[src/sv/i2da_pkg.sv]
package i2da_pkg;

    localparam int NUM_DIGITS = 10;
    localparam int NUM_STAGES = NUM_DIGITS + 1;

    localparam logic [7:0] RADIX_DECIMAL = 8'd10;
    localparam logic [7:0] ASCII_ZERO    = 8'h30;
    localparam logic [7:0] ASCII_MINUS   = 8'h2D;
    localparam logic [7:0] ASCII_NUL     = 8'h00;

    typedef struct packed {
        logic                       ok;
        logic                       neg;
        logic [31:0]                mag;
        logic [NUM_DIGITS-1:0][3:0] digits;
    } i2da_item_t;

    typedef struct packed {
        logic [3:0]  digit;
        logic [31:0] rem;
    } i2da_step_t;

    // Digit 0 weighs 10^9, digit 9 is the units digit.
    function automatic logic [31:0] pow10(input logic [3:0] idx);
        logic [31:0] p;
        case (idx)
            4'd0:    p = 32'd1000000000;
            4'd1:    p = 32'd100000000;
            4'd2:    p = 32'd10000000;
            4'd3:    p = 32'd1000000;
            4'd4:    p = 32'd100000;
            4'd5:    p = 32'd10000;
            4'd6:    p = 32'd1000;
            4'd7:    p = 32'd100;
            4'd8:    p = 32'd10;
            default: p = 32'd1;
        endcase
        return p;
    endfunction

    // The multiples of the power are constants per stage, so this is nine
    // compares against fixed values and a selected subtraction.
    function automatic i2da_step_t digit_step(input logic [31:0] mag,
                                              input logic [3:0]  idx);
        logic [35:0] mult;
        logic [35:0] wide;
        i2da_step_t  r;
        wide    = {4'd0, mag};
        r.digit = 4'd0;
        r.rem   = mag;
        for (int k = 1; k < 10; k++)
        begin
            mult = 36'(k) * {4'd0, pow10(idx)};
            if (wide >= mult)
            begin
                r.digit = 4'(k);
                r.rem   = 32'(wide - mult);
            end
        end
        return r;
    endfunction

endpackage

[src/sv/i2da_pipe.sv]
module i2da_pipe (
    input  logic                clk,
    input  logic                rst_n,
    input  logic                in_valid,
    output logic                in_ready,
    input  logic [31:0]         value,
    input  logic [7:0]          radix,
    output logic                out_valid,
    input  logic                out_ready,
    output i2da_pkg::i2da_item_t out_item
);
    import i2da_pkg::*;

    logic       [NUM_STAGES-1:0] vld_reg;
    i2da_item_t                  item_reg  [NUM_STAGES];
    i2da_item_t                  item_next [NUM_STAGES];
    logic       [NUM_STAGES-1:0] rdy;
    i2da_step_t                  step;

    always_comb
    begin
        rdy[NUM_STAGES-1] = !vld_reg[NUM_STAGES-1] || out_ready;
        for (int s = NUM_STAGES - 2; s >= 0; s--)
        begin
            rdy[s] = !vld_reg[s] || rdy[s+1];
        end
    end

    always_comb
    begin
        item_next[0].ok     = (radix == RADIX_DECIMAL);
        item_next[0].neg    = value[31];
        item_next[0].mag    = value[31] ? (32'd0 - value) : value;
        item_next[0].digits = '0;
        step = '0;
        for (int s = 1; s < NUM_STAGES; s++)
        begin
            step = digit_step(item_reg[s-1].mag, 4'(s - 1));
            item_next[s] = item_reg[s-1];
            item_next[s].mag = step.rem;
            item_next[s].digits[s-1] = step.digit;
        end
    end

    always_ff @(posedge clk or negedge rst_n)
    begin
        if (!rst_n)
        begin
            vld_reg <= '0;
        end
        else
        begin
            if (rdy[0])
            begin
                vld_reg[0] <= in_valid;
            end
            for (int s = 1; s < NUM_STAGES; s++)
            begin
                if (rdy[s])
                begin
                    vld_reg[s] <= vld_reg[s-1];
                end
            end
        end
    end

    always_ff @(posedge clk)
    begin
        for (int s = 0; s < NUM_STAGES; s++)
        begin
            if (rdy[s])
            begin
                item_reg[s] <= item_next[s];
            end
        end
    end

    assign in_ready  = rdy[0];
    assign out_valid = vld_reg[NUM_STAGES-1];
    assign out_item  = item_reg[NUM_STAGES-1];

endmodule

[src/sv/int32_to_decimal_ascii_top.sv]
// Converts a signed 32-bit value to decimal ASCII text, one character per output word, ending
// with a NUL terminator flagged by last; a radix other than ten gives only the terminator. Each
// input word passes through an eleven-stage pipeline (an input stage and one stage per decimal
// digit) before the character sequencer takes it. The sequencer emits one character per cycle
// while out_ready is high, one to twelve per word, and takes the next word from the pipeline in
// the cycle its terminator leaves, so the sustained rate is set by the number of characters in
// each text. Up to eleven further words may be accepted while a text is still being emitted.
module int32_to_decimal_ascii_top (
    input  logic        clk,
    input  logic        rst_n,
    input  logic        in_valid,
    output logic        in_ready,
    input  logic [31:0] value,
    input  logic [7:0]  radix,
    output logic        out_valid,
    input  logic        out_ready,
    output logic [7:0]  char_code,
    output logic        last
);
    import i2da_pkg::*;

    localparam logic [1:0] ST_SIGN  = 2'd0;
    localparam logic [1:0] ST_DIGIT = 2'd1;
    localparam logic [1:0] ST_TERM  = 2'd2;

    logic       pipe_valid;
    logic       pipe_ready;
    i2da_item_t pipe_item;

    logic                       busy_reg;
    logic                       busy_next;
    logic [1:0]                 state_reg;
    logic [1:0]                 state_next;
    logic [3:0]                 idx_reg;
    logic [3:0]                 idx_next;
    logic [NUM_DIGITS-1:0][3:0] dig_reg;
    logic [3:0]                 first_idx;
    logic                       load;

    i2da_pipe u_pipe (
        .clk       (clk),
        .rst_n     (rst_n),
        .in_valid  (in_valid),
        .in_ready  (in_ready),
        .value     (value),
        .radix     (radix),
        .out_valid (pipe_valid),
        .out_ready (pipe_ready),
        .out_item  (pipe_item)
    );

    // A zero magnitude starts at the units digit, which gives the single '0'.
    always_comb
    begin
        first_idx = 4'(NUM_DIGITS - 1);
        for (int i = NUM_DIGITS - 1; i >= 0; i--)
        begin
            if (pipe_item.digits[i] != 4'd0)
            begin
                first_idx = 4'(i);
            end
        end
    end

    assign pipe_ready = !busy_reg || ((state_reg == ST_TERM) && out_ready);
    assign load       = pipe_valid && pipe_ready;

    always_comb
    begin
        busy_next  = busy_reg;
        state_next = state_reg;
        idx_next   = idx_reg;
        if (busy_reg && out_ready)
        begin
            case (state_reg)
                ST_SIGN:
                begin
                    state_next = ST_DIGIT;
                end
                ST_DIGIT:
                begin
                    if (idx_reg == 4'(NUM_DIGITS - 1))
                    begin
                        state_next = ST_TERM;
                    end
                    else
                    begin
                        idx_next = idx_reg + 4'd1;
                    end
                end
                default:
                begin
                    busy_next = 1'b0;
                end
            endcase
        end
        if (load)
        begin
            busy_next = 1'b1;
            idx_next  = first_idx;
            if (!pipe_item.ok)
            begin
                state_next = ST_TERM;
            end
            else if (pipe_item.neg)
            begin
                state_next = ST_SIGN;
            end
            else
            begin
                state_next = ST_DIGIT;
            end
        end
    end

    always_ff @(posedge clk or negedge rst_n)
    begin
        if (!rst_n)
        begin
            busy_reg  <= 1'b0;
            state_reg <= ST_TERM;
            idx_reg   <= '0;
        end
        else
        begin
            busy_reg  <= busy_next;
            state_reg <= state_next;
            idx_reg   <= idx_next;
        end
    end

    always_ff @(posedge clk)
    begin
        if (load)
        begin
            dig_reg <= pipe_item.digits;
        end
    end

    always_comb
    begin
        case (state_reg)
            ST_SIGN:  char_code = ASCII_MINUS;
            ST_DIGIT: char_code = ASCII_ZERO + {4'd0, dig_reg[idx_reg]};
            default:  char_code = ASCII_NUL;
        endcase
    end

    assign last      = (state_reg == ST_TERM);
    assign out_valid = busy_reg;

endmodule

[config.mk]
export PLATFORM = sky130hd
export DESIGN_NAME = int32_to_decimal_ascii_top
export DESIGN_NICKNAME = d
export VERILOG_FILES = /design/src/sv/i2da_pkg.sv /design/src/sv/i2da_pipe.sv /design/src/sv/int32_to_decimal_ascii_top.sv
export SDC_FILE = /design/constraint.sdc
export NUM_CORES = 2
export LEC_CHECK = 0
export BUFFER_PORTS_ARGS = -buffer_cell sky130_fd_sc_hd__clkbuf_2
export CAP_MARGIN = 30
export CORE_ASPECT_RATIO = 0.8
export CORE_UTILIZATION = 50
export CTS_CLUSTER_DIAMETER = 30
export CTS_CLUSTER_SIZE = 40
export DETAILED_ROUTE_END_ITERATION = 7
export PLACE_DENSITY = 0.72
export SYNTH_ARGS = -nofsm -noshare
export SYNTH_HDL_FRONTEND = slang
export SYNTH_SLANG_ARGS = --single-unit
[constraint.sdc]
create_clock -name clk -period 8.8 [get_ports clk]
set_input_delay 1.32 -clock clk [delete_from_list [all_inputs] [get_ports clk]]
set_output_delay 1.32 -clock clk [all_outputs]
set_load 0.05 [all_outputs]
* Yosys cells after proc, flatten, opt, wreduce, memory -nomap -nowiden
Memories as Yosys holds them, arrays and structs flattened.
Cells that the tools add are included.
W data, S select, Z words.
** Word-level totals
- Logic and storage cells :: 398
- Output and inout port bits :: 11
- Bits in registers :: 58
- Memory bits (writable) :: 814
- Input bits :: 44
- Memories kept :: 1
** Memories
- u_pipe.item_reg :: depth 11, width 74, rd ports 11, clocked after Yosys merged registers in 0, wr ports 11, line i2da_pipe.sv:15 : i2da_item_t item_reg [NUM_STAGES];
** Operators by class
- Muxes and demuxes :: 138
- Eq/ne operators :: 7
- Reductions and logical operators :: 44
- Add/subtract/negate cells :: 93
- $lt $le $gt $ge :: 91
** Operator list (count)
- $mux W36 :: 74
- $mux W33 :: 10
- $sub A32 B30 Y32 const B :: 6
- $ge A32 B10 Y1 const B :: 5
- $ge A32 B20 Y1 const B :: 5
- $ge A32 B30 Y1 const B :: 5
- $sub A32 B10 Y32 const B :: 5
- $sub A32 B20 Y32 const B :: 5
- $mux W35 :: 4
- $ge A32 B33 Y1 const B :: 4
- $ge A32 B13 Y1 const B :: 4
- $ge A32 B17 Y1 const B :: 4
- $ge A32 B23 Y1 const B :: 4
- $ge A32 B27 Y1 const B :: 4
- $ge A32 B3 Y1 const B :: 4
- $ge A32 B7 Y1 const B :: 4
- $sub A32 B13 Y32 const B :: 4
- $sub A32 B17 Y32 const B :: 4
- $sub A32 B23 Y32 const B :: 4
- $sub A32 B27 Y32 const B :: 4
- $sub A32 B29 Y32 const B :: 4
- $sub A32 B3 Y32 const B :: 4
- $sub A32 B32 Y32 const B :: 4
- $sub A32 B7 Y32 const B :: 4
- other kinds (74) :: 194

* Longest topological paths before layout
- Word-level depth :: 16
- Depth in mapped cells :: 15
- Mapped depth without buffers :: 12

* By module
From an unflattened synthesis, not the netlist that was laid out.
** Unflattened totals
- Cells, all modules :: 5551
- Area, all modules :: 49028.3 sq um
** Modules (own cells, without submodules)
- i2da_pipe :: cells an instance 5402, seq. area each 17812.1 sq um, times used 1, area an instance 46837.4 sq um
- int32_to_decimal_ascii_top :: cells an instance 149, seq. area each 1377.6 sq um, times used 1, area an instance 2190.9 sq um

* Worst setup path after synthesis
No wires, ideal clock.
- Path type :: in2out
- Start point :: input out_ready
- End point :: output in_ready
- Data required time :: 7.480 ns
- Slack :: 2.068 ns
- Stages on the path :: 7
- Buffers on the path :: 0
- Data arrival time :: 5.412 ns
- Cell sequence :: nand2_1 > and3_1 > and3_1 > nand3_1 > nor2_1 > and3_1 > nand4_1
** Between the ends
- Cells in the longest elaborated chain, start to end :: 13
** RTL lines
- from (decl) :: line int32_to_decimal_ascii_top.sv:16 : input logic out_ready,
- $logic_and A1 B1 Y1 :: line int32_to_decimal_ascii_top.sv:65 : assign pipe_ready = !busy_reg || ((state_reg == ST_TERM) && out_ready);
- $logic_or A1 B1 Y1 :: line int32_to_decimal_ascii_top.sv:65
- $logic_or A1 B1 Y1 :: line i2da_pipe.sv:22 : rdy[NUM_STAGES-1] = !vld_reg[NUM_STAGES-1] || out_ready;
- $logic_or A1 B1 Y1 (4 in series) :: line i2da_pipe.sv:25 : rdy[s] = !vld_reg[s] || rdy[s+1];
- via u_pipe.rdy[6] :: line i2da_pipe.sv:17 : logic [NUM_STAGES-1:0] rdy;
- $logic_or A1 B1 Y1 (6 in series) :: line i2da_pipe.sv:25
- to (decl) :: line int32_to_decimal_ascii_top.sv:12 : output logic in_ready,
The timed path passes the listed nets, and every way through them passes these cells.

* Worst setup path in the final report
- Start point :: register state_reg[1]
- End point :: output in_ready
** Between the ends
- Cells in the longest elaborated chain, start to end :: 14
** RTL lines
- from (decl) :: line int32_to_decimal_ascii_top.sv:32 : logic [1:0] state_reg;
- from (signal assigned) :: line int32_to_decimal_ascii_top.sv:127 : state_reg <= state_next;
- $eq A2 B2 Y1 :: line int32_to_decimal_ascii_top.sv:65
- $logic_and A1 B1 Y1 :: line int32_to_decimal_ascii_top.sv:65
- $logic_or A1 B1 Y1 :: line int32_to_decimal_ascii_top.sv:65
- $logic_or A1 B1 Y1 :: line i2da_pipe.sv:22
- $logic_or A1 B1 Y1 (4 in series) :: line i2da_pipe.sv:25
- via u_pipe.rdy[6] :: line i2da_pipe.sv:17
- $logic_or A1 B1 Y1 (6 in series) :: line i2da_pipe.sv:25
The timed path passes the listed nets, and every way through them passes these cells.

==> run summary <==
Setup-failing EPs final = 0
Final setup TNS = 0 ns
Layout Cells excl Fill = 6453
CP max FO = 59
Inst Count DP = 6261
Vias per cell = 7.01
RD Place Congestion = 0.999
Largest net degree at the start of global routing = 66
Core outline area = 91900 sq um
Worst hold path class = reg -> reg
EDFF count, synth = 591
RSZ-0062 raised after global routing = false
P&R area growth vs syn = 10.1%
Max_cap viols = 0
CTS tree = done
Ys Warns = 0
Fin nets = 5359
Initial DRT Pass Iterations = 6
Skew final = 0.0946 ns
Count of antenna-violating nets left after detailed routing = 0
Die area = 94900 sq um
GRT Total Usage = 34.0%
CP Data Arrival Time = 4.32 ns
Cell Rows = 99
Critical path endpoint category = output port
VDD IR max = 0.287 mV
Root Driver = clkbuf_16
Yosys cell types = 112
Final hold vios = 0
First-pass GRT wire length = 252 mm
Sink Count = 609
Final number of max-transition violations = 0
CTS clock-pin slew for the worst setup and hold paths = 0.06 ns
Max FFs per register = 552
Pleak = 0.0176 uW
Final wirelength = 166 mm
Worst Tran Pin Value = 1.13 ns
Area of the multi-input gates = 26700 sq um
CTS buffer count = 99
Status = completed
Fillers = 8229
Critical path type = reg -> out
Number of global-route vias before repair = 41284
Clock Tree Buf Depth = 3
Power per Cell Area = 433 nW/um^2
Syn avg cell area = 8.87 sq um
Worst EP required = 7.48 ns
Synthesized flop and latch total = 609
Routed vias = 45250
Post-CTS resize count = 0
Hpwl dp = 120 mm
Antenna violations before repair = 3
Die width = 344 um
I/O pins = 55
H-tree Lvls = 3
Postcts setup bufs = 0
Post-route minimum period = 5.64 ns
Crit start category = register
Port buffer count = 52
FF+latch area = 18200 sq um
Final period util = 64.1%
Layout cells sized above 1 = 9.47%
Register area share after synthesis = 38.9%
Die H = 276 um
Most used DFF post-synth = edfxtp_1
GRT overflow = 0
DRC errors left = 0
Slew headroom = 24.3%
Starting Density = 50.9%
F_max = 177 MHz
FFs w/ async S/R, synth = 2.96%
Cells after synthesis = 5280
Synthesized area = 46800 sq um
Hold_buf cts = 0
Clock Latency Late Sink = 0.72 ns
Avg WL per Cell = 25.7 um
DR iter-0 viols = 6627
critical path, stage by stage (launching register included):
cell	delay, ns
dfstp_2	0.60
nor2b_1	0.26
nand2_1	0.10
and3_1	0.22
and3_1	0.25
nand3_2	0.09
buf_4	0.56
nor2_1	0.22
and3_1	0.34
nand4_1	0.14
buf_4	0.42
clkbuf_2	0.37
stage by stage:
| stage | worst slack [ns] | cell area [sq um] | utilization, % | total power (uW) | hold slack, ns |
|---|---|---|---|---|---|
| after global placement | 3.32 | 47800 | 52.0 | 17600 | 0.401 |
| after global routing | 2.85 | 51500 | 56.0 | 23400 | 0.359 |
| after CTS | 3.07 | 51500 | 56.0 | 21800 | 0.356 |
| after floorplan | 2.07 | 46800 | - | 14000 | 0.400 |
| final | 3.16 | 51500 | 56.1 | 22300 | 0.347 |
| after detailed placement | 3.23 | 47900 | 52.1 | 17700 | 0.405 |
final timing paths:
kind                                                 startpoint                          endpoint  slack [ns]  depth (start not counted)
setup / recovery                       state_reg[1]$_DFFE_PN1P_                          in_ready        3.16                         11
setup reg to reg               u_pipe.item_reg[2][51]$_DFFE_PP_  u_pipe.item_reg[3][60]$_DFFE_PP_        3.87                         12
max in group asynchronous                                 rst_n          state_reg[0]$_DFFE_PN0P_        7.75                          1
hold reg to reg            u_pipe.item_reg[3][11]$_SDFFCE_PN1P_  u_pipe.item_reg[4][11]$_DFFE_PP_        0.35                          0
hold / removal             u_pipe.item_reg[3][11]$_SDFFCE_PN1P_  u_pipe.item_reg[4][11]$_DFFE_PP_        0.35                          0
min in group asynchronous                                 rst_n     u_pipe.vld_reg[1]$_DFFE_PN0P_        0.62                          1
cell families (layout without fill, tap and decap cells):
group	Yosys count	in the layout	share of synthesized area, %
other	1	4	0.00801
xor gates and xnor gates	238	238	4.45
DFF	609	609	38.9
muxes	49	49	1.26
AOI/OAI and AO/OA	1759	1759	25.5
buffers and inverters	515	473	4.22
adders and majority gates	160	160	4.28
and+or+nand+nor	1949	1949	21.4
final cells by class:
type / count / share of cell area [%]
Clock inverter: 79 / 2.00
Tap cell: 1212 / 2.94
Antenna cell: 2 / 0.00971
Timing Repair Buffer: 147 / 2.00
Multi-Input combinational cell: 4157 / 51.8
Sequential cell: 609 / 35.3
Clock buffer: 106 / 4.90
Inverter: 141 / 1.03
where the power goes:
group | switching, uW | internal [uW] | total (uW)
Combinational | 7160 | 3590 | 10800
Sequential | 2110 | 5380 | 7500
Clock | 1600 | 2440 | 4040
Total | 10900 | 11400 | 22300
per-layer routing:
metal / vias to the layer above / part of all wire (%) / track usage [%]
li1: 20175 / - / -
met1: 21597 / 43 / 49.9
met2: 3074 / 41 / 47.7
met3: 404 / 12 / 9.22
met4: 0 / 3.6 / 11.7
met5: - / 0 / 0
cell usage after synthesis, types with 18 or more instances:
cell / number / area share [%]
a22oi_1: 22 / 0.35
nor2b_1: 45 / 0.60
or2_2: 46 / 0.61
xor2_1: 76 / 1.4
nand3_1: 196 / 2.1
or3_1: 62 / 0.83
o211ai_1: 54 / 0.87
xnor2_1: 162 / 3.0
o311ai_0: 21 / 0.39
nor4_1: 95 / 1.3
o31ai_1: 84 / 1.3
a21oi_1: 387 / 4.1
a31oi_1: 144 / 1.9
a311oi_1: 34 / 0.64
and4_1: 21 / 0.39
nand3b_1: 20 / 0.32
a221oi_1: 32 / 0.60
inv_1: 136 / 1.1
or4_1: 55 / 0.88
nand2_1: 466 / 3.7
edfxtp_1: 591 / 38
and2_1: 59 / 0.79
mux2i_1: 34 / 0.73
o2111ai_1: 22 / 0.41
o221ai_1: 42 / 0.79
a31o_2: 20 / 0.37
o21ai_0: 343 / 3.7
clkbuf_1: 318 / 2.6
buf_2: 20 / 0.21
a21boi_0: 24 / 0.38
o21a_1: 46 / 0.74
nor3_1: 162 / 1.7
ha_1: 160 / 4.3
a211o_1: 31 / 0.58
buf_1: 33 / 0.26
and3_1: 51 / 0.68
o22ai_1: 42 / 0.56
a211oi_1: 71 / 1.1
nand4_1: 78 / 1.0
nand2b_1: 64 / 0.86
nor2_1: 424 / 3.4
a21o_1: 62 / 0.99
o21bai_1: 24 / 0.38
o31a_1: 18 / 0.34
cell usage in the layout, fill, tap and decap left out, types with 64 or more instances in the layout:
master and count:
a211oi_1 71, a21oi_1 387, a31oi_1 144, buf_4 87, clkbuf_16 99, edfxtp_1 591
ha_1 160, inv_1 133, nand2_1 462, nand2b_1 64, nand3_1 194, nand4_1 78
nor2_1 424, nor3_1 158, nor4_1 95, o21ai_0 343, o31ai_1 84, xnor2_1 162
xor2_1 76
Note: power is estimated with default switching activity, not from simulation.
